[src/rtl/core/sqpf_pkg.sv]
// ----------------------------------------------------------------------------
// sqpf_pkg
// Shared widths, codes and types of the self-quotient pixel filter.
// ----------------------------------------------------------------------------
package sqpf_pkg;

  localparam int PIX_W         = 8;
  localparam int WIN_N         = 9;
  localparam int OUT_FRAC_BITS = 8;
  localparam int W_W           = 16;
  localparam int SUM_W         = 12;            // 9 * 255
  localparam int K_W           = W_W + 4;       // 9 weights
  localparam int NW_W          = W_W + PIX_W;   // one pixel * weight
  localparam int N_W           = NW_W + 4;      // 9 products
  localparam int DEN_W         = N_W + 4;       // 10*n + 9*k
  localparam int QUO_W         = 15;
  localparam int C90_W         = 15;            // center * 90
  localparam int NUM_W         = C90_W + K_W + OUT_FRAC_BITS;
  localparam int REM_W         = (NUM_W > DEN_W + QUO_W) ? NUM_W : DEN_W + QUO_W;
  localparam int DIV_STAGES    = QUO_W + 1;
  localparam int LATENCY       = 4 + DIV_STAGES;
  localparam int ADDR_W        = 4;

  localparam logic [QUO_W-1:0] QUO_MAX = '1;

  // register indexes
  localparam logic [1:0] REG_CENTER = 2'd0;
  localparam logic [1:0] REG_EDGE   = 2'd1;
  localparam logic [1:0] REG_CORNER = 2'd2;

  // squared distance classes
  localparam logic [1:0] DIST_CTR = 2'd0;
  localparam logic [1:0] DIST_EDG = 2'd1;
  localparam logic [1:0] DIST_COR = 2'd2;

  localparam logic [W_W-1:0] RST_W_CTR = 16'd65535;
  localparam logic [W_W-1:0] RST_W_EDG = 16'd14624;
  localparam logic [W_W-1:0] RST_W_COR = 16'd3263;

  typedef struct packed {
    logic [W_W-1:0] w_ctr;
    logic [W_W-1:0] w_edg;
    logic [W_W-1:0] w_cor;
  } weights_t;

endpackage

[src/rtl/core/sqpf_lane.sv]
// ----------------------------------------------------------------------------
// sqpf_lane
// One window position: mean test, weight pick and pixel * weight product.
// ----------------------------------------------------------------------------
module sqpf_lane (
  input  logic                          clk_i,
  input  logic [sqpf_pkg::PIX_W-1:0]    pix_i,
  input  logic [sqpf_pkg::SUM_W-1:0]    sum_i,
  input  logic [1:0]                    dist_i,
  input  sqpf_pkg::weights_t            weights_i,
  output logic [sqpf_pkg::W_W-1:0]      kw_o,
  output logic [sqpf_pkg::NW_W-1:0]     nw_o
);

  logic [sqpf_pkg::SUM_W-1:0] pix9;
  logic                       keep;
  logic [sqpf_pkg::W_W-1:0]   w_sel;
  logic [sqpf_pkg::W_W-1:0]   kw_d, kw_q;
  logic [sqpf_pkg::NW_W-1:0]  nw_d, nw_q;

  // 9*pix >= sum means at or above the mean
  assign pix9 = (sqpf_pkg::SUM_W'(pix_i) << 3) + sqpf_pkg::SUM_W'(pix_i);
  assign keep = (pix9 >= sum_i);

  always_comb begin
    unique case (dist_i)
      sqpf_pkg::DIST_CTR: w_sel = weights_i.w_ctr;
      sqpf_pkg::DIST_EDG: w_sel = weights_i.w_edg;
      default:            w_sel = weights_i.w_cor;
    endcase
  end

  assign kw_d = keep ? w_sel : '0;
  assign nw_d = sqpf_pkg::NW_W'(pix_i) * sqpf_pkg::NW_W'(kw_d);

  always_ff @(posedge clk_i) begin
    kw_q <= kw_d;
    nw_q <= nw_d;
  end

  assign kw_o = kw_q;
  assign nw_o = nw_q;

endmodule

[config.mk]
export PLATFORM = sky130hd
export DESIGN_NAME = sqpf_lane
export DESIGN_NICKNAME = d
export VERILOG_FILES = /design/src/rtl/core/sqpf_pkg.sv /design/src/rtl/core/sqpf_lane.sv
export SDC_FILE = /design/constraint.sdc
export NUM_CORES = 1
export LEC_CHECK = 0
export ABC_AREA = 1
export BUFFER_PORTS_ARGS = -buffer_cell sky130_fd_sc_hd__buf_2
export CAP_MARGIN = 10
export CELL_PAD_IN_SITES_DETAIL_PLACEMENT = 1
export CELL_PAD_IN_SITES_GLOBAL_PLACEMENT = 1
export CORE_MARGIN = 2
export CORE_UTILIZATION = 26
export DETAILED_ROUTE_END_ITERATION = 12
export GPL_ROUTABILITY_DRIVEN = 1
export HOLD_SLACK_MARGIN = 0.1
export PLACE_DENSITY = 0.55
export SLEW_MARGIN = 20
export SYNTH_ARGS = -nofsm -noshare
export SYNTH_HDL_FRONTEND = slang
export SYNTH_SLANG_ARGS = --single-unit
[constraint.sdc]
create_clock -name clk_i -period 8.69 [get_ports clk_i]
set_input_delay 2.1725 -clock clk_i [delete_from_list [all_inputs] [get_ports clk_i]]
set_output_delay 2.1725 -clock clk_i [all_outputs]
set_load 0.03 [all_outputs]
Yosys cells after proc, flatten, opt, wreduce, memory -nomap -nowiden
Index checks and enable logic that the tools add are counted.

Output and inout bits: 40. Flip-flop bits (word level): 40. Word-level logic and storage cells: 9.

Multiply operators: 1. $lt $le $gt $ge: 1. Eq/ne operators: 1. Add/sub/neg operators: 1. Multiplexer cells: 2. Reduce and logical (&&, ||, !) cells: 1.

Operator list (number): $pmux 16 s2 (1); $mul 8x16->24 (1); $mux 16 (1); $add 11x8->12 (1); $ge 12x12->1 (1); $eq 2x1->1 const B (1); $logic_not 2->1 (1).

Logic depth before layout (Yosys ltp)
Word-level depth: 4. Depth in mapped cells: 39.

Least setup slack after synthesis
OpenSTA, ideal clock, no wires.

Path kind: input to register. Start: input pix_i[4] (netlist name). End: register nw_q, in the netlist nw_o[20]. Stages: 35. Slack: 0.794 ns. Data arrival time: 7.784 ns. Cell sequence: clkbuf_1 > inv_2 > fa_1 > o21ai_0 > nand2_1 > nand2_1 > nand2_1 > nand2_1 > inv_1 > ha_1 > nand2_1 > nor2_2 > nand2_1 > nor2_1 > nand2_1 > nand4_4 > buf_8 > buf_6 > nand3_1 > fa_1 > inv_1 > fa_1 > fa_1 > inv_1 > fa_1 > inv_1 > ha_1 > nand2_1 > inv_1 > a21oi_1 > nand3_1 > nand2_1 > nand2_1 > nand2_1 > nand2_1.

Word-level cells in the longest chain between the ends: 4.

RTL lines: from (decl) (RTL line sqpf_lane.sv:7) `input logic [sqpf_pkg::PIX_W-1:0] pix_i,`; $add 11x8->12 (RTL line sqpf_lane.sv:22) `assign pix9 = (sqpf_pkg::SUM_W'(pix_i) << 3) + sqpf_pkg::SUM_W'(pix_i);`; $ge 12x12->1 (RTL line sqpf_lane.sv:23) `assign keep = (pix9 >= sum_i);`; $mux 16 (RTL line sqpf_lane.sv:33) `assign kw_d = keep ? w_sel : '0;`; $mul 8x16->24 (*) (RTL line sqpf_lane.sv:34) `assign nw_d = sqpf_pkg::NW_W'(pix_i) * sqpf_pkg::NW_W'(kw_d);`; net nw_d, one bit (RTL line sqpf_lane.sv:19) `logic [sqpf_pkg::NW_W-1:0] nw_d, nw_q;`; to (signal assigned) (RTL line sqpf_lane.sv:38) `nw_q <= nw_d;`; to (decl) (RTL line sqpf_lane.sv:19).

The timed path passes the listed nets; every way through them passes the cells marked *.

Final worst setup path
Start: input pix_i[3] (netlist name). End: register nw_q, in the netlist nw_o[23].

The elaborated chain is that of the path after synthesis.

==> metrics.txt <==
critical path's top delay family adder cells; Die Ht 159 um; DP HPWL 15.9 mm; Reg clk slew, reported paths 0.06 ns; htree depth 2; Worst-Margin Slew 0.622 ns; clock sinks 40; CP Buf/Inv Count 7; Worst Setup Start Kind input pin; die area 25200 um^2; CTS max path bufs 2; Mapped Area 6230 um^2; Post-Synthesis Cells 852; crit path capture type flip-flop; # setup viols final 0; pin count of the biggest net entering global routing 22; Final Max Tran Viols 0; I/O pin cnt 111; CP peak stage delay 0.55 ns; Num CTS Buffers 5; Post-Syn Nets 1069; Hold Crit Start weights_i[31]; ant diodes 0; vias in the first global route 6111; clock root cell clkbuf_16; clock power share 18.5%; critical path type input pin to flip-flop; initial antenna violation count 0; cts hold-fix bufs 0; Port Buf Inserts 110; global-route wire length before repair 31.3 mm; DRC 0; worst path required time 8.88 ns; Sw Ratio 48.3%; share of cells above drive strength 1 17.4%; hold endpoint kw_o[15]$_DFF_P_; final instance area 7400 um^2; Combinational Power Share 62.5%; max-cap violations 0; P_int 677 uW; Die W 159 um; Synth cell types 34; sw power 632 uW; most frequent CP cell nand2_1; utilization after layout 31.5%; post-synth top area share 27.3%; commonest non-fill, non-tap cell in the layout inv_1; Overflow after GRT 0; final WL 18.7 mm; post-route ant nets 0; min Tclk post-route 8.22 ns; Leak 0.00426 uW; vias 5630; Avg Cell Area, Syn 7.32 um^2; Yosys reg bits 40; Initial Util 26.6%; Tcrit/Tclk final 94.6%; register area share after synthesis 12.8%; most frequent cells in the layout inv_1 (199), nand2_1 (142), nor2_1 (133), buf_2 (110), fa_1 (85); Hold Vio Cnt, Final 0; Flop pwr share 19.0%; slowest CP cell fa_1; Syn. warnings 0; Synth area leader fa_1; TritonCTS clock tree done; Area contributors post-synth fa_1 (27%), dfxtp_1 (13%), ha_1 (12%); status finished, final reports clean; core area 23500 um^2; relative slew slack 58.5%; worst min-delay path category input pin to flip-flop; hold path depth 5; Detailed Routing Iterations Pass 1 4; Peak Freq 122 MHz; Avg WL per Cell 14.5 um; RSZ-0062 raised after global routing no; placed inst area 7190 um^2; CP Max Fanout 10; Starting DRT DRC Count 204; maximum vdd ir drop 74.5 uV; GP Congestion 0.793; Nets 1189; Overall Global Routing Usage 15.4%; Cell Rows 56; pwr dens 177 nW/um^2; P&R area growth vs syn 18.7%; DR vias/cell 4.36; CP arrival 8.42 ns; Final TNS setup 0 ns
[worst max path at each step]
stage	to	slack [ns]	cells past startpoint	start
floorplan	nw_o[20]$_DFF_P_	0.79	35	pix_i[4]
global placement	nw_o[21]$_DFF_P_	0.16	33	pix_i[0]
detailed placement	nw_o[21]$_DFF_P_	0.12	33	pix_i[0]
CTS	nw_o[21]$_DFF_P_	0.43	33	pix_i[0]
global route	nw_o[21]$_DFF_P_	0.04	36	pix_i[3]
finish	nw_o[23]$_DFF_P_	0.47	34	pix_i[3]
[synthesized netlist by cell type, drive strengths merged]
master  count
inv       201
nand2     157
nor2      135
fa         85
nand3      63
ha         61
dfxtp      40
nor3       25
a21oi      21
buf        13
xor2       13
clkbuf      8
o22ai       6
o21bai      5
nand4       4
xnor2       4
a21o        2
and2        2
clkinv      2
nand3b      2
o21ai       2
a31oi       1
[logic make-up (layout without fill, tap and decap cells)]
| logic type | Yosys count | in the layout | synth area share (%) |
|---|---|---|---|
| buf+inv | 224 | 343 | 14.7 |
| flops | 40 | 40 | 12.8 |
| simple gates | 388 | 389 | 27.1 |
| fa+ha+maj | 146 | 146 | 39.5 |
| compound gates | 37 | 37 | 3.39 |
| xor+xnor | 17 | 17 | 2.39 |
[stage by stage]
stage	setup WS, ns	power, uW	hold slack (ns)	cells
after floorplan	0.794	850	2.35	852
after global placement	0.161	1090	2.61	1281
after detailed placement	0.115	1090	2.61	1281
after CTS	0.429	1340	2.42	1288
after global routing	0.0421	1460	2.45	1291
final	0.466	1310	2.42	1291
[area by class of cell]
type | instances | area, um^2
Timing Repair Buffer | 133 | 723
Multi-Input combinational cell | 589 | 4530
Clock buffer | 5 | 125
Clock inverter | 2 | 60.1
Fill cell | 2949 | 16100
Inverter | 203 | 764
Sequential cell | 40 | 801
Tap cell | 319 | 399
[layer usage]
layer	GRT usage [%]	part of all wire, %	vias up
met5	0	0	-
li1	-	-	2791
met2	27.4	49	86
met3	2.19	4.0	12
met1	20.0	47	2741
met4	2.75	0.82	0
[registers in the layout (all words and copies together) (netlist names)]
register,flops
kw_o,16
nw_o,24
[power by group through the flow]
stage	clock (uW)	combinational (uW)	sequential [uW]
2_1_floorplan	0	493	358
3_5_place_dp	0	836	253
3_3_place_gp	0	835	253
6_report	243	818	249
4_1_cts	253	841	250
5_1_grt	257	944	254
[timing repair]
| action | CTS | global route |
|---|---|---|
| gates resized for setup | 0 | 2 |
| setup buffers | 0 | 2 |
| setup endpoints to repair | 0 | 5 |
(Power assumes the default switching activity.)
