<file path="config.mk">
export PLATFORM = sky130hd
export DESIGN_NAME = sqpf_merge
export DESIGN_NICKNAME = d
export VERILOG_FILES = /design/src/rtl/core/sqpf_pkg.sv /design/src/rtl/core/sqpf_merge.sv
export SDC_FILE = /design/constraint.sdc
export NUM_CORES = 1
export LEC_CHECK = 0
export BUFFER_PORTS_ARGS = -buffer_cell sky130_fd_sc_hd__buf_2
export CAP_MARGIN = 5
export CORE_UTILIZATION = 53
export DETAILED_ROUTE_END_ITERATION = 12
export HOLD_SLACK_MARGIN = 0.1
export PLACE_DENSITY = 0.8
export SLEW_MARGIN = 20
export SYNTH_ARGS = -nofsm -noshare
export SYNTH_HDL_FRONTEND = slang
export SYNTH_SLANG_ARGS = --single-unit
</file>
<file path="constraint.sdc">
create_clock -name clk_i -period 8.1 [get_ports clk_i]
set_clock_uncertainty 0.05 [all_clocks]
set_input_delay 0.81 -clock clk_i [delete_from_list [all_inputs] [get_ports clk_i]]
set_output_delay 0.81 -clock clk_i [all_outputs]
set_load 0.005 [all_outputs]
</file>
<file path="src/rtl/core/sqpf_pkg.sv">
// ----------------------------------------------------------------------------
// sqpf_pkg
// Shared widths, codes and types of the self-quotient pixel filter.
// ----------------------------------------------------------------------------
package sqpf_pkg;

  localparam int PIX_W         = 8;
  localparam int WIN_N         = 9;
  localparam int OUT_FRAC_BITS = 8;
  localparam int W_W           = 16;
  localparam int SUM_W         = 12;            // 9 * 255
  localparam int K_W           = W_W + 4;       // 9 weights
  localparam int NW_W          = W_W + PIX_W;   // one pixel * weight
  localparam int N_W           = NW_W + 4;      // 9 products
  localparam int DEN_W         = N_W + 4;       // 10*n + 9*k
  localparam int QUO_W         = 15;
  localparam int C90_W         = 15;            // center * 90
  localparam int NUM_W         = C90_W + K_W + OUT_FRAC_BITS;
  localparam int REM_W         = (NUM_W > DEN_W + QUO_W) ? NUM_W : DEN_W + QUO_W;
  localparam int DIV_STAGES    = QUO_W + 1;
  localparam int LATENCY       = 4 + DIV_STAGES;
  localparam int ADDR_W        = 4;

  localparam logic [QUO_W-1:0] QUO_MAX = '1;

  // register indexes
  localparam logic [1:0] REG_CENTER = 2'd0;
  localparam logic [1:0] REG_EDGE   = 2'd1;
  localparam logic [1:0] REG_CORNER = 2'd2;

  // squared distance classes
  localparam logic [1:0] DIST_CTR = 2'd0;
  localparam logic [1:0] DIST_EDG = 2'd1;
  localparam logic [1:0] DIST_COR = 2'd2;

  localparam logic [W_W-1:0] RST_W_CTR = 16'd65535;
  localparam logic [W_W-1:0] RST_W_EDG = 16'd14624;
  localparam logic [W_W-1:0] RST_W_COR = 16'd3263;

  typedef struct packed {
    logic [W_W-1:0] w_ctr;
    logic [W_W-1:0] w_edg;
    logic [W_W-1:0] w_cor;
  } weights_t;

endpackage

</file>
<file path="src/rtl/core/sqpf_merge.sv">
// ----------------------------------------------------------------------------
// sqpf_merge
// Sums the lane results, then forms dividend and divisor.
// ----------------------------------------------------------------------------
module sqpf_merge (
  input  logic                                      clk_i,
  input  logic [sqpf_pkg::WIN_N-1:0][sqpf_pkg::W_W-1:0]  kw_i,
  input  logic [sqpf_pkg::WIN_N-1:0][sqpf_pkg::NW_W-1:0] nw_i,
  input  logic [sqpf_pkg::PIX_W-1:0]                center_i,
  output logic [sqpf_pkg::NUM_W-1:0]                num_o,
  output logic [sqpf_pkg::DEN_W-1:0]                den_o
);

  logic [sqpf_pkg::K_W-1:0]   k_d, k_q;
  logic [sqpf_pkg::N_W-1:0]   n_d, n_q;
  logic [sqpf_pkg::PIX_W-1:0] ctr_q;
  logic [sqpf_pkg::C90_W-1:0] c90;
  logic [sqpf_pkg::NUM_W-1:0] num_d, num_q;
  logic [sqpf_pkg::DEN_W-1:0] den_d, den_q;

  // add up the lanes
  always_comb begin
    k_d = '0;
    n_d = '0;
    for (int i = 0; i < sqpf_pkg::WIN_N; i++) begin
      k_d = k_d + sqpf_pkg::K_W'(kw_i[i]);
      n_d = n_d + sqpf_pkg::N_W'(nw_i[i]);
    end
  end

  always_ff @(posedge clk_i) begin
    k_q   <= k_d;
    n_q   <= n_d;
    ctr_q <= center_i;
  end

  // num = c*90*k*2^frac, den = 10*n + 9*k
  assign c90   = sqpf_pkg::C90_W'(ctr_q) * sqpf_pkg::C90_W'(90);
  assign num_d = (sqpf_pkg::NUM_W'(c90) * sqpf_pkg::NUM_W'(k_q)) << sqpf_pkg::OUT_FRAC_BITS;
  assign den_d = (sqpf_pkg::DEN_W'(n_q) << 3) + (sqpf_pkg::DEN_W'(n_q) << 1)
               + (sqpf_pkg::DEN_W'(k_q) << 3) + sqpf_pkg::DEN_W'(k_q);

  always_ff @(posedge clk_i) begin
    num_q <= num_d;
    den_q <= den_d;
  end

  assign num_o = num_q;
  assign den_o = den_q;

endmodule

</file>
# Yosys cells after proc, flatten, opt, wreduce, memory -nomap -nowiden
# Cells that the tools add are included.
[op_classes]
add_sub_neg = 19
n_mul = 2
div_mod_pow = 0
order_cmp = 0
eq_ne = 0
n_shift = 0
mux = 0
bitwise = 0
n_reduce_logical = 0
[op_table]
columns = ["cell", "n"]
rows = [
  ["adder 28 x 24 -> 28 bit", 4],
  ["adder 20 x 16 -> 20 bit", 4],
  ["multiplier 14 x 20 -> 34 bit", 1],
  ["adder 31 x 29 -> 32 bit", 1],
  ["adder 32 x 20 -> 32 bit", 1],
  ["adder 32 x 23 -> 32 bit", 1],
  ["adder 27 x 24 -> 28 bit", 1],
  ["adder 26 x 24 -> 27 bit", 1],
  ["adder 25 x 24 -> 26 bit", 1],
  ["adder 24 x 24 -> 25 bit", 1],
  ["adder 19 x 16 -> 20 bit", 1],
  ["adder 18 x 16 -> 19 bit", 1],
  ["adder 17 x 16 -> 18 bit", 1],
  ["adder 16 x 16 -> 17 bit", 1],
  ["multiplier 8 x 6 -> 14 bit (second input constant)", 1],
]
[totals]
register_bits = 122
latch_bits = 0
mem_bits_rw = 0
romBits = 0
in_bits = 369
output_inout_bits = 75
n_memories = 0

# Depth between registers and ports, before layout
[depth]
word_depth = 8
mapped_depth = 35
depth_no_buf = 33

# Worst setup path after synthesis
# OpenSTA, ideal clock, no wires.
[synth_path]
path_type = "reg-to-reg"
start = "reg ctr_q[2] (netlist bit)"
end = "reg num_q, in the netlist num_o[39]"
arrival_time_ps = 8143
required_ps = 7934
path_slack_ps = -209
stages_incl_launch_ff = 35
period_less_slack_ps = 8309
cell_sequence = "dfxtp_1 > ha_1 > ha_1 > inv_1 > fa_1 > inv_1 > ha_1 > fa_1 > a21o_1 > a21oi_1 > o21bai_1 > a21oi_1 > o21ai_0 > xor2_1 > clkbuf_1 > and2_1 > fa_1 > inv_1 > fa_1 > fa_1 > fa_1 > inv_1 > fa_1 > inv_1 > fa_1 > inv_1 > ha_1 > clkbuf_1 > a21o_1 > a211oi_1 > nor3_1 > nor3_4 > o21ai_2 > or4_1 > and4_1"
[synth_via]
elab_chain_cells = 2
[synth_lines]
columns = ["item", "line_no", "source"]
rows = [
  ["start, declared", "sqpf_merge.sv:16", "logic [sqpf_pkg::PIX_W-1:0] ctr_q;"],
  ["start signal, assigned", "sqpf_merge.sv:34", "ctr_q <= center_i;"],
  ["multiplier 8 x 6 -> 14 bit", "sqpf_merge.sv:38", "assign c90 = sqpf_pkg::C90_W'(ctr_q) * sqpf_pkg::C90_W'(90);"],
  ["multiplier 14 x 20 -> 34 bit", "sqpf_merge.sv:39", "assign num_d = (sqpf_pkg::NUM_W'(c90) * sqpf_pkg::NUM_W'(k_q)) << sqpf_pkg::OUT_FRAC_BITS;"],
  ["named net num_d, one bit", "sqpf_merge.sv:18", "logic [sqpf_pkg::NUM_W-1:0] num_d, num_q;"],
  ["end signal, assigned", "sqpf_merge.sv:44", "num_q <= num_d;"],
  ["end, declared", "sqpf_merge.sv:18", ""],
]
# The timed path passes the listed nets, and every way through them passes these cells.

# Final worst setup path
# Ends and elaborated chain as after synthesis.

==> out/qor.txt <==
Cell Area, Synth: 0.0236 mm^2
Placed Cells: 3427
Initial Util: 54.3%
area leader, netlist: fa_1
flip-flop and latch count after synthesis: 122
clk root buf: clkbuf_16
Reg2Reg Depth: 33
Mapped Avg Cell Area: 9.91 um^2
Crit path max-delay family: adder cells
Critical Path AT: 8.43 ns
EDFF count, synth: 0
Setup crit end kind: flop
Worst-path clk slew: 0.07 ns
Core Region: 0.0435 mm^2
clock sinks: 122
wire per inst: 17.8 um
critical path peak fanout: 5
# setup viols final: 1
Slew HR: 37.3%
synth-to-layout area growth: 19.9%
gpl congestion: 0.959
synth warn: 0
failing checks: setup timing
first-pass GRT wire length: 99700 um
routed vias/inst: 5.23
Core Rows: 76
worst r2r dst: num_o[39]$_DFF_P_
ys flop type: dfxtp_1
Crit Path Category: reg -> reg
Final Hold Fails: 0
most common cell after layout, fill and taps aside: fa_1
drc violations: 0
HPWL after DPL: 53300 um
Die ar.: 0.0454 mm^2
CTS tree: built
Tmin final: 8.13 ns
post-synth cell types: 66
Hold Path Depth: 1
Max Clk Rate: 123 MHz
CP Launch Point: ctr_q[2]$_DFF_P_
Die Ht: 213 um
post-synthesis sequential area ratio: 10.4%
largest net degree at the start of global routing: 21
RSZ-0062 raised after global routing: yes
fin. max-slew vios: 0
post-route ant nets: 0
Post-Syn Instances: 2380
DP Area: 0.0270 mm^2
largest cells by area after synthesis: fa_1 45%, ha_1 12%, dfxtp_1 10%
TritonRoute pass-1 iters: 5
port bufs: 434
Finished Core Util: 65.1%
GR Util All Layers: 28.6%
most frequent cells in the layout: 526 x fa_1, 498 x inv_1, 434 x buf_2
worst-case clock buffer depth: 2
endpoint required time on the critical path: 8.40 ns
nets@finish: 4000
Ports: 444
final instance area: 0.0283 mm^2
final worst path period share: 100%
non-filler instance count after layout: 3485
number of CTS-inserted buffers: 17
total grt overflow: 0
most frequent CP cell: fa_1
FF-to-FF Start: ctr_q[2]$_DFF_P_
later-pin clock latency in the skew report: 0.45 ns
DRT iter0 DRCs: 694
min-delay worst type: in -> reg
Async S/R FF share, synth: 0%
Fin Setup TNS: -0.0348 ns
Post-Route WL: 62000 um
startpoint types: flop
fin worst setup slack: -0.0348 ns
flop2flop setup slack: -0.03 ns
CP max-delay cell: fa_1
htree depth: 4
CP max stage delay: 0.53 ns
Synth top area share: 45.5%
Min-Delay Endpoint: ctr_q[3]$_DFF_P_
Bufs and invs on worst path: 10
Vias: 18200
vias in the first global route: 20600
Die W: 213 um
share of cells above drive strength 1: 23.6%
Max Cap Viol: 0
initial antenna violation count: 12
Slew @ Worst Pin: 0.939 ns
hold wc startpoint: center_i[3]
status: finished with violations
synthesized netlist by cell type, types with 4 or more instances:
master / n
xnor2_1: 63
a2111oi_0: 5
and2_1: 120
buf_4: 9
o21ai_0: 51
o31ai_1: 4
a211oi_1: 14
nor3_1: 9
nand2b_1: 15
o21bai_1: 15
a21o_1: 56
ha_1: 221
nor2b_1: 12
and3_1: 9
nand2_1: 211
xor2_1: 33
a31oi_1: 15
dfxtp_1: 122
or3_1: 6
a21oi_1: 90
o211ai_1: 12
inv_1: 508
nor2_1: 59
nand4_1: 12
clkbuf_1: 71
and4_1: 8
fa_1: 536
o21a_1: 14
nand3_1: 19
o2111ai_1: 6
flip-flops by register name (all words and copies together), names as in the netlist:
name,cells
num_o,34
den_o,32
n_q,28
k_q,20
ctr_q,8
kinds of logic (layout without fill, tap and decap cells):
kind of cell / count (synthesis) / in the layout / share of synthesized area [%]
fa+ha+maj: 757 / 757 / 57.2
buf+inv: 589 / 1088 / 9.54
simple gates: 496 / 496 / 10.3
compound gates: 317 / 317 / 8.90
flops: 122 / 122 / 10.4
xor+xnor: 96 / 96 / 3.56
mux: 2 / 2 / 0.0848
other cells: 1 / 22 / 0.0159
worst max path at each step:
stage | end | slack [ns] | cells after the start
finish | num_o[39]$_DFF_P_ | -0.03 | 33
global route | num_o[39]$_DFF_P_ | -0.31 | 33
CTS | num_o[39]$_DFF_P_ | 0.02 | 32
detailed placement | num_o[39]$_DFF_P_ | -0.31 | 33
global placement | num_o[39]$_DFF_P_ | -0.19 | 33
floorplan | num_o[39]$_DFF_P_ | 0.01 | 34
layer usage:
layer,wire length (um),part of all wire [%],GRT usage [%],vias up
li1,-,-,-,8350
met1,23300,38,32.3,9165
met2,33300,54,52.5,600
met3,2960,4.8,3.99,128
met4,2380,3.8,14.0,0
met5,0,0,0,-
per-stage QoR:
| stage | setup WS, ns | hold slack [ns] |
|---|---|---|
| floorplan | 0.0150 | 0.343 |
| global placement | -0.192 | 0.452 |
| detailed placement | -0.307 | 0.452 |
| CTS | 0.0155 | 0.391 |
| global route | -0.315 | 0.405 |
| finish | -0.0348 | 0.411 |
cell type report:
cell class	instances	area, um^2
Antenna cell	13	32.5
Clock buffer	17	425
Clock inverter	15	190
Fill cell	3513	15200
Inverter	508	1910
Multi-Input combinational cell	1677	19500
Sequential cell	122	2450
Tap cell	585	732
Timing Repair Buffer	548	3080
what timing repair did:
action | in CTS | in global routing
resized for setup | 31 | 93
buffers inserted | 4 | 11
hold buffers | 0 | 0
setup endpoints to repair | 11 | 16
pin swaps | 18 | 36
Power is not shown: default switching activity piles up to over one toggle a cycle in this logic, so the estimate is an artifact.
