<file path="src/rtl/core/sqpf_pkg.sv">
// ----------------------------------------------------------------------------
// sqpf_pkg
// Shared widths, codes and types of the self-quotient pixel filter.
// ----------------------------------------------------------------------------
package sqpf_pkg;

  localparam int PIX_W         = 8;
  localparam int WIN_N         = 9;
  localparam int OUT_FRAC_BITS = 8;
  localparam int W_W           = 16;
  localparam int SUM_W         = 12;            // 9 * 255
  localparam int K_W           = W_W + 4;       // 9 weights
  localparam int NW_W          = W_W + PIX_W;   // one pixel * weight
  localparam int N_W           = NW_W + 4;      // 9 products
  localparam int DEN_W         = N_W + 4;       // 10*n + 9*k
  localparam int QUO_W         = 15;
  localparam int C90_W         = 15;            // center * 90
  localparam int NUM_W         = C90_W + K_W + OUT_FRAC_BITS;
  localparam int REM_W         = (NUM_W > DEN_W + QUO_W) ? NUM_W : DEN_W + QUO_W;
  localparam int DIV_STAGES    = QUO_W + 1;
  localparam int LATENCY       = 4 + DIV_STAGES;
  localparam int ADDR_W        = 4;

  localparam logic [QUO_W-1:0] QUO_MAX = '1;

  // register indexes
  localparam logic [1:0] REG_CENTER = 2'd0;
  localparam logic [1:0] REG_EDGE   = 2'd1;
  localparam logic [1:0] REG_CORNER = 2'd2;

  // squared distance classes
  localparam logic [1:0] DIST_CTR = 2'd0;
  localparam logic [1:0] DIST_EDG = 2'd1;
  localparam logic [1:0] DIST_COR = 2'd2;

  localparam logic [W_W-1:0] RST_W_CTR = 16'd65535;
  localparam logic [W_W-1:0] RST_W_EDG = 16'd14624;
  localparam logic [W_W-1:0] RST_W_COR = 16'd3263;

  typedef struct packed {
    logic [W_W-1:0] w_ctr;
    logic [W_W-1:0] w_edg;
    logic [W_W-1:0] w_cor;
  } weights_t;

endpackage

</file>
<file path="src/rtl/core/sqpf_div.sv">
// ----------------------------------------------------------------------------
// sqpf_div
// Pipelined restoring divider: an overflow stage, then one quotient bit per stage, saturating.
// ----------------------------------------------------------------------------
module sqpf_div (
  input  logic                         clk_i,
  input  logic [sqpf_pkg::NUM_W-1:0]   num_i,
  input  logic [sqpf_pkg::DEN_W-1:0]   den_i,
  output logic [sqpf_pkg::QUO_W-1:0]   quo_o
);

  localparam int NS = sqpf_pkg::DIV_STAGES;

  logic [sqpf_pkg::REM_W-1:0] rem_in [NS];
  logic [sqpf_pkg::DEN_W-1:0] den_in [NS];
  logic [sqpf_pkg::QUO_W-1:0] quo_in [NS];
  logic                       sat_in [NS];
  logic                       zro_in [NS];

  logic [sqpf_pkg::REM_W-1:0] rem_q [NS];
  logic [sqpf_pkg::DEN_W-1:0] den_q [NS];
  logic [sqpf_pkg::QUO_W-1:0] quo_q [NS];
  logic                       sat_q [NS];
  logic                       zro_q [NS];

  for (genvar s = 0; s < NS; s++) begin : g_stage
    localparam int Sh = sqpf_pkg::QUO_W - s;
    logic [sqpf_pkg::REM_W-1:0] trial;
    logic                       ge;

    if (s == 0) begin : g_first
      assign rem_in[s] = sqpf_pkg::REM_W'(num_i);
      assign den_in[s] = den_i;
      assign quo_in[s] = '0;
      assign sat_in[s] = 1'b0;
      assign zro_in[s] = (den_i == '0);
    end else begin : g_next
      assign rem_in[s] = rem_q[s-1];
      assign den_in[s] = den_q[s-1];
      assign quo_in[s] = quo_q[s-1];
      assign sat_in[s] = sat_q[s-1];
      assign zro_in[s] = zro_q[s-1];
    end

    assign trial = sqpf_pkg::REM_W'(den_in[s]) << Sh;
    assign ge    = (rem_in[s] >= trial);

    // first stage detects overflow, the rest each settle one bit
    if (s == 0) begin : g_sat
      always_ff @(posedge clk_i) begin
        rem_q[s] <= rem_in[s];
        quo_q[s] <= quo_in[s];
        sat_q[s] <= ge;
      end
    end else begin : g_bit
      always_ff @(posedge clk_i) begin
        rem_q[s] <= ge ? (rem_in[s] - trial) : rem_in[s];
        quo_q[s] <= quo_in[s] | (sqpf_pkg::QUO_W'(ge) << Sh);
        sat_q[s] <= sat_in[s];
      end
    end

    always_ff @(posedge clk_i) begin
      den_q[s] <= den_in[s];
      zro_q[s] <= zro_in[s];
    end
  end

  // zero divisor gives 0, overflow gives full scale
  assign quo_o = zro_q[NS-1] ? '0 : (sat_q[NS-1] ? sqpf_pkg::QUO_MAX : quo_q[NS-1]);

endmodule

</file>
<file path="config.mk">
export PLATFORM = sky130hd
export DESIGN_NAME = sqpf_div
export DESIGN_NICKNAME = d
export VERILOG_FILES = /design/src/rtl/core/sqpf_pkg.sv /design/src/rtl/core/sqpf_div.sv
export SDC_FILE = /design/constraint.sdc
export NUM_CORES = 2
export LEC_CHECK = 0
export ABC_AREA = 1
export CELL_PAD_IN_SITES_DETAIL_PLACEMENT = 2
export CELL_PAD_IN_SITES_GLOBAL_PLACEMENT = 2
export CORE_UTILIZATION = 32
export DETAILED_ROUTE_END_ITERATION = 8
export DONT_BUFFER_PORTS = 1
export PLACE_DENSITY_LB_ADDON = 0.1
export SYNTH_ARGS = -nofsm -noshare
export SYNTH_HDL_FRONTEND = slang
export SYNTH_SLANG_ARGS = --single-unit
export TNS_END_PERCENT = 100
</file>
<file path="constraint.sdc">
create_clock -name clk_i -period 2.3 [get_ports clk_i]
set_input_delay 0 -clock clk_i [delete_from_list [all_inputs] [get_ports clk_i]]
set_output_delay 0 -clock clk_i [all_outputs]
set_load 0.005 [all_outputs]
</file>
==> results.rst, run 1 <==
.. list-table::
   :header-rows: 1

   * - Metric
     - Value
   * - Result of the run
     - aborted with a tool error
   * - Failing step
     - clock tree synthesis
   * - First error
     - [ERROR DPL-0033] detailed placement checks failed during check placement.
   * - Max H-tree Level
     - 4
   * - Sink count of the clock tree
     - about 1300
   * - Row count
     - roughly 180
   * - Dpl ws
     - -0.7627 ns
   * - Mapped Nets
     - between 10000 and 15000
   * - Count of hold buffers inserted by post-cts repair
     - 152
   * - Initial core utilization
     - ~32%
   * - Number of cells produced by synthesis
     - roughly 13000
   * - Root buffer cell
     - clkbuf_16
   * - TritonCTS buffer count
     - 161
   * - Most area-consuming cells after synthesis
     - dfxtp_1, nand2_1, inv_1
   * - Top-count cell post-synth
     - nand2_1
   * - Half-perimeter wire length after placement
     - between 300000 and 400000 µm
   * - Placed cell areas
     - roughly 100000 µm²
   * - Placer congestion estimate
     - about 0.97
   * - Number of warning messages in the yosys log
     - 0
   * - Floorplan die height
     - approximately 500 µm
   * - Number of primary I/O pins
     - 91
   * - Post-synthesis sequential element count
     - approximately 1300
   * - Post-synthesis area per instance
     - 6.199 µm²
   * - Dominant register cell in the synthesized netlist
     - dfxtp_1
   * - Number of gates resized after cts
     - around 2000
   * - Setup bufs post-CTS
     - approximately 190
   * - Number of enable-type register cells in the synthesized netlist
     - 0
   * - Mapped Area
     - between 70000 and 80000 µm²
   * - Library cells used by synthesis
     - 42
   * - PortBufs
     - 0
   * - Commonest cells post-synth
     - nand2_1, inv_1, dfxtp_1, nor2_1, nand3_1
   * - Die X
     - between 400 and 500 µm
   * - Cell taking the most area after synthesis
     - dfxtp_1
   * - Number of buffers between clock root and the deepest sink
     - 3
   * - Area share of the leading cell type in the synthesized netlist
     - between 30 and 40%
   * - FFs w/ async S/R, synth
     - 0%
   * - Proportion of synthesized chip area in sequential cells
     - about a third
[metrics by stage]
step                      TNS [ns]  instances
after detailed placement   -189.65      18130
after global placement     -135.90      18130
after floorplan                  0      12650
[kinds of logic after synthesis]
kind of cell             count (synthesis)  share of synthesized area [%]
adder cells (fa/ha/maj)                519                          8.419
flip-flops                            1333                          34.05
buffers and inverters                 2652                          13.22
XOR/XNOR                               245                          2.738
AND/OR/NAND/NOR                       7325                          37.69
AO/OA/AOI/OAI                          571                          3.892
==> inputs of run 2 (changes only) <==
--- a/config.mk
+++ b/config.mk
@@ -6,12 +6,10 @@
 export NUM_CORES = 2
 export LEC_CHECK = 0
 export ABC_AREA = 1
-export CELL_PAD_IN_SITES_DETAIL_PLACEMENT = 2
-export CELL_PAD_IN_SITES_GLOBAL_PLACEMENT = 2
-export CORE_UTILIZATION = 32
+export CORE_UTILIZATION = 30
 export DETAILED_ROUTE_END_ITERATION = 8
 export DONT_BUFFER_PORTS = 1
-export PLACE_DENSITY_LB_ADDON = 0.1
+export PLACE_DENSITY_LB_ADDON = 0.15
 export SYNTH_ARGS = -nofsm -noshare
 export SYNTH_HDL_FRONTEND = slang
 export SYNTH_SLANG_ARGS = --single-unit
==> constraint.sdc (replaced) <==
create_clock -name clk_i -period 2.99 [get_ports clk_i]
set_input_delay 0 -clock clk_i [delete_from_list [all_inputs] [get_ports clk_i]]
set_output_delay 0 -clock clk_i [all_outputs]
set_load 0.005 [all_outputs]
==> run 2 against run 1 <==
The flow now finishes, with violations (hold timing). Area after synthesis stayed put. Synthesized cell count stayed put.
==> results.rst, run 2 <==
.. list-table::
   :header-rows: 1

   * - Metric
     - Value
   * - Result of the run
     - complete, but fails checks
   * - Violations in the final reports
     - hold timing
   * - Switching power total
     - ~46 mW
   * - Initial core utilization
     - a little under a third
   * - Area share of the leading cell type in the synthesized netlist
     - roughly a third
   * - Clock group share of total power
     - 21.3%
   * - Number of cells produced by synthesis
     - approximately 13000
   * - Slew Limit Headroom
     - around 47%
   * - Sequential share of power
     - between 20% and 30%
   * - Setup repair after global routing missed its margin
     - yes
   * - Transition time at the pin with the least slew margin
     - 0.7877 ns
   * - TritonCTS buffer count
     - around 160
   * - Number of primary I/O pins
     - between 90 and 100
   * - GRT overflow
     - 0
   * - First-pass GRT wire length
     - about 460000 µm
   * - Share of cells above drive strength 1
     - ~4.8%
   * - Post-synthesis sequential element count
     - between 1000 and 1500
   * - Most used cells in the layout excluding fill and tap cells
     - nand2_1, inv_1, dfxtp_1
   * - Area of the core
     - ~260000 µm²
   * - Number of global-route vias before repair
     - between 70000 and 80000
   * - Most common cell after layout, fill and taps aside
     - nand2_1
   * - Area growth, synth to finish
     - 16.64%
   * - Cell Int Power
     - 50.79 mW
   * - Post-synthesis area per instance
     - 6.199 µm²
   * - Critical R2R Capture
     - rem_q[0][274]
   * - Crit share post-route
     - between 90 and 100%
   * - Max H-tree Level
     - 4
   * - Worst reg2reg path startpoint
     - den_q[0][138]
   * - WS Path Type
     - register to register
   * - Worst hold margin
     - -0.05119 ns
   * - Setup bufs post-CTS
     - 0
   * - Crit path launch type
     - register
   * - Commonest cells post-synth
     - nand2_1, inv_1, dfxtp_1, nor2_1, nand3_1
   * - Max Clock Freq
     - roughly 350 MHz
   * - Setup TNS
     - 0 ns
   * - Switching power share of the total
     - 47.64%
   * - FF-to-FF setup slack
     - between 0.15 and 0.2 ns
   * - Count of endpoints failing hold in the final timing report
     - 1
   * - Total number of vias
     - about 75000
   * - Die X
     - between 500 and 600 µm
   * - Power density normalized to cell area
     - ~1100 nW/µm²
   * - CTS tree
     - yes
   * - Iteration-0 DRC count of the detailed router
     - just over 6000
   * - Post-route DRC
     - 0
   * - Post-route ant nets
     - 0
   * - Total routing usage reported by global routing
     - 23.41%
   * - Row count
     - between 150 and 200
   * - Average detailed-routed wire length per instance
     - between 15 and 20 µm
   * - Die area
     - 263300 µm²
   * - Library cells used by synthesis
     - 42
   * - Floorplan die height
     - around 510 µm
   * - Power share of the combinational group
     - 50.6%
   * - Worst min-delay path endpoint
     - sat_q[0][0]
   * - Source-to-sink clock delay at the later pin of the worst-skew pair
     - around 0.84 ns
   * - Mapped Nets
     - approximately 13000
   * - Dominant register cell in the synthesized netlist
     - dfxtp_1
   * - Root buffer cell
     - clkbuf_16
   * - Number of enable-type register cells in the synthesized netlist
     - 0
   * - Antenna violations before repair
     - 15
   * - FFs w/ async S/R, synth
     - 0%
   * - Number of vias per cell after detailed routing
     - around 4.5
   * - Top-count cell post-synth
     - nand2_1
   * - Register with the highest flop count
     - rem_q
   * - Placed cell areas
     - between 80000 and 90000 µm²
   * - Proportion of synthesized chip area in sequential cells
     - around a third
   * - Maxcap violations
     - 0
   * - Number of buffers between clock root and the deepest sink
     - 3
   * - Number of flip-flops under the largest register name
     - approximately 700
   * - Most area-consuming cells after synthesis
     - dfxtp_1, nand2_1, inv_1
   * - Final setup violation count
     - 0
   * - Peak ir drop on the vdd network
     - 648.3 µV
   * - Startpoint of the most critical hold path
     - den_i[16]
   * - Net count, final
     - between 10000 and 15000
   * - Design Area, Final
     - 91430 µm²
   * - Worst hold path type
     - input pin to register
   * - Required @ worst endpoint
     - between 3 and 4 ns
   * - Number of warning messages in the yosys log
     - 0
   * - Largest registers in the final layout
     - rem_q (701), den_q (480), quo_q (120)
   * - Mapped Area
     - ~80000 µm²
   * - Sink count of the clock tree
     - around 1300
   * - Cell taking the most area after synthesis
     - dfxtp_1
   * - Standby leakage power
     - between 50 and 60 nW
   * - Max-slew violation total from the final report
     - 0
   * - Placer congestion estimate
     - 0.9595
   * - Capturing element type of the critical path
     - register
   * - Data arrival time of the worst path
     - 3.56 ns
   * - PortBufs
     - 0
   * - Clock Pin Slew Worst Setup and Hold Paths
     - about 0.05 ns
   * - Minimum period implied by the final worst setup slack
     - roughly 2.8 ns
   * - Number of cells on the worst hold path
     - 6
   * - Half-perimeter wire length after placement
     - 267700 µm
   * - Setup clock skew after layout
     - 0.06487 ns
   * - Depth of the worst register-to-register path
     - 13
   * - Maximum number of pins on one net before global-route repair
     - 39
   * - Router iterations before antenna repair
     - 8
   * - Sum of routed wire length over all layers
     - ~310000 µm
   * - Critical-path maximum fanout
     - 36
==> run 2: cell counts after synthesis <==
Identical to the previous run, type by type.
==> run 2: layout make-up <==
class,instances,area (µm²)
diodes,7,17.52
clock buffers,213,4409
clock inverters,76,1255
fillers,28970,168300
inverters,2555,9593
multi-input cells,8660,41360
flip-flops and latches,1333,26690
well taps,3402,4257
repair buffers,421,3854
==> run 2: logic make-up (layout without fill, tap and decap cells) <==
kind of cell,count (synthesis),count (layout),share of synthesized area [%]
adder cells (fa/ha/maj),519,519,8.419
buffers and inverters,2652,3265,13.22
XOR/XNOR,245,245,2.738
other,0,7,0
AND/OR/NAND/NOR,7325,7325,37.69
flip-flops,1333,1333,34.05
AO/OA/AOI/OAI,571,571,3.892
==> run 2: power by group through the flow <==
stage / Combinational [mW] / Clock [mW] / Sequential, mW
2_1_floorplan: 33.2 / 0 / 24.5
3_3_place_gp: 48.3 / 0 / 27.9
3_5_place_dp: 48.2 / 0 / 27.8
4_1_cts: 48.6 / 21.3 / 27.5
5_1_grt: 55.0 / 22.0 / 27.6
6_report: 49.0 / 20.7 / 27.3
==> run 2: worst max-delay path by stage <==
stage | start | end | depth (start not counted)
floorplan | rem_q[1][144] | rem_q[1][209] | 15
global placement | den_q[1][90] | rem_q[1][154] | 14
detailed placement | den_q[1][72] | rem_q[1][158] | 14
CTS | den_q[1][74] | rem_q[1][158] | 14
global route | den_q[0][136] | rem_q[0][273] | 15
finish | den_q[0][138] | rem_q[0][274] | 13
==> run 2: stage by stage <==
| stage | utilization (%) | hold WS [ns] | setup slack, ns | instances | power (mW) |
|---|---|---|---|---|---|
| 4_1_cts | 35.19 | 0.01371 | 0.04903 | 16660 | 97.38 |
| 5_1_grt | 35.20 | 0.0009948 | -0.0005329 | 16660 | 104.6 |
| 3_3_place_gp | 32.42 | 0.02778 | 0.06053 | 16220 | 76.25 |
| 3_5_place_dp | 32.42 | 0.02778 | 0.09912 | 16220 | 75.97 |
| 6_report | 35.20 | -0.05119 | 0.1698 | 16670 | 97.00 |
| 2_1_floorplan | - | 0.02772 | 0.8479 | 12650 | 57.76 |
==> run 2: timing repair <==
action | in CTS | in global routing
resized for setup | 0 | 5
hold endpoints to repair | 77 | 0
hold buffers | 152 | 0
endpoints found under the setup margin | 0 | 44
==> run 2: routing by layer <==
metal	track usage, %	part of all wire (%)	routed length, µm
met1	32.53	48	149900
met2	38.67	45	141800
met3	2.410	4.9	15420
met4	5.310	2.3	7118
met5	0	0	0
==> run 2: worst max-delay path, cell delays in order, from the launching register on <==
cell and delay [ns]:
dfxtp_1 0.41, inv_1 0.06, ha_1 0.36, nand2_1 0.08
inv_1 0.09, nand2_1 0.07, nor3_1 0.42, nand3_1 0.15
nand3_1 0.22, nand2_1 0.13, nand2_4 0.09, buf_4 0.38
nand3_1 0.17, nand2_1 0.09
No activity file was read; power rests on OpenSTA's default activity.
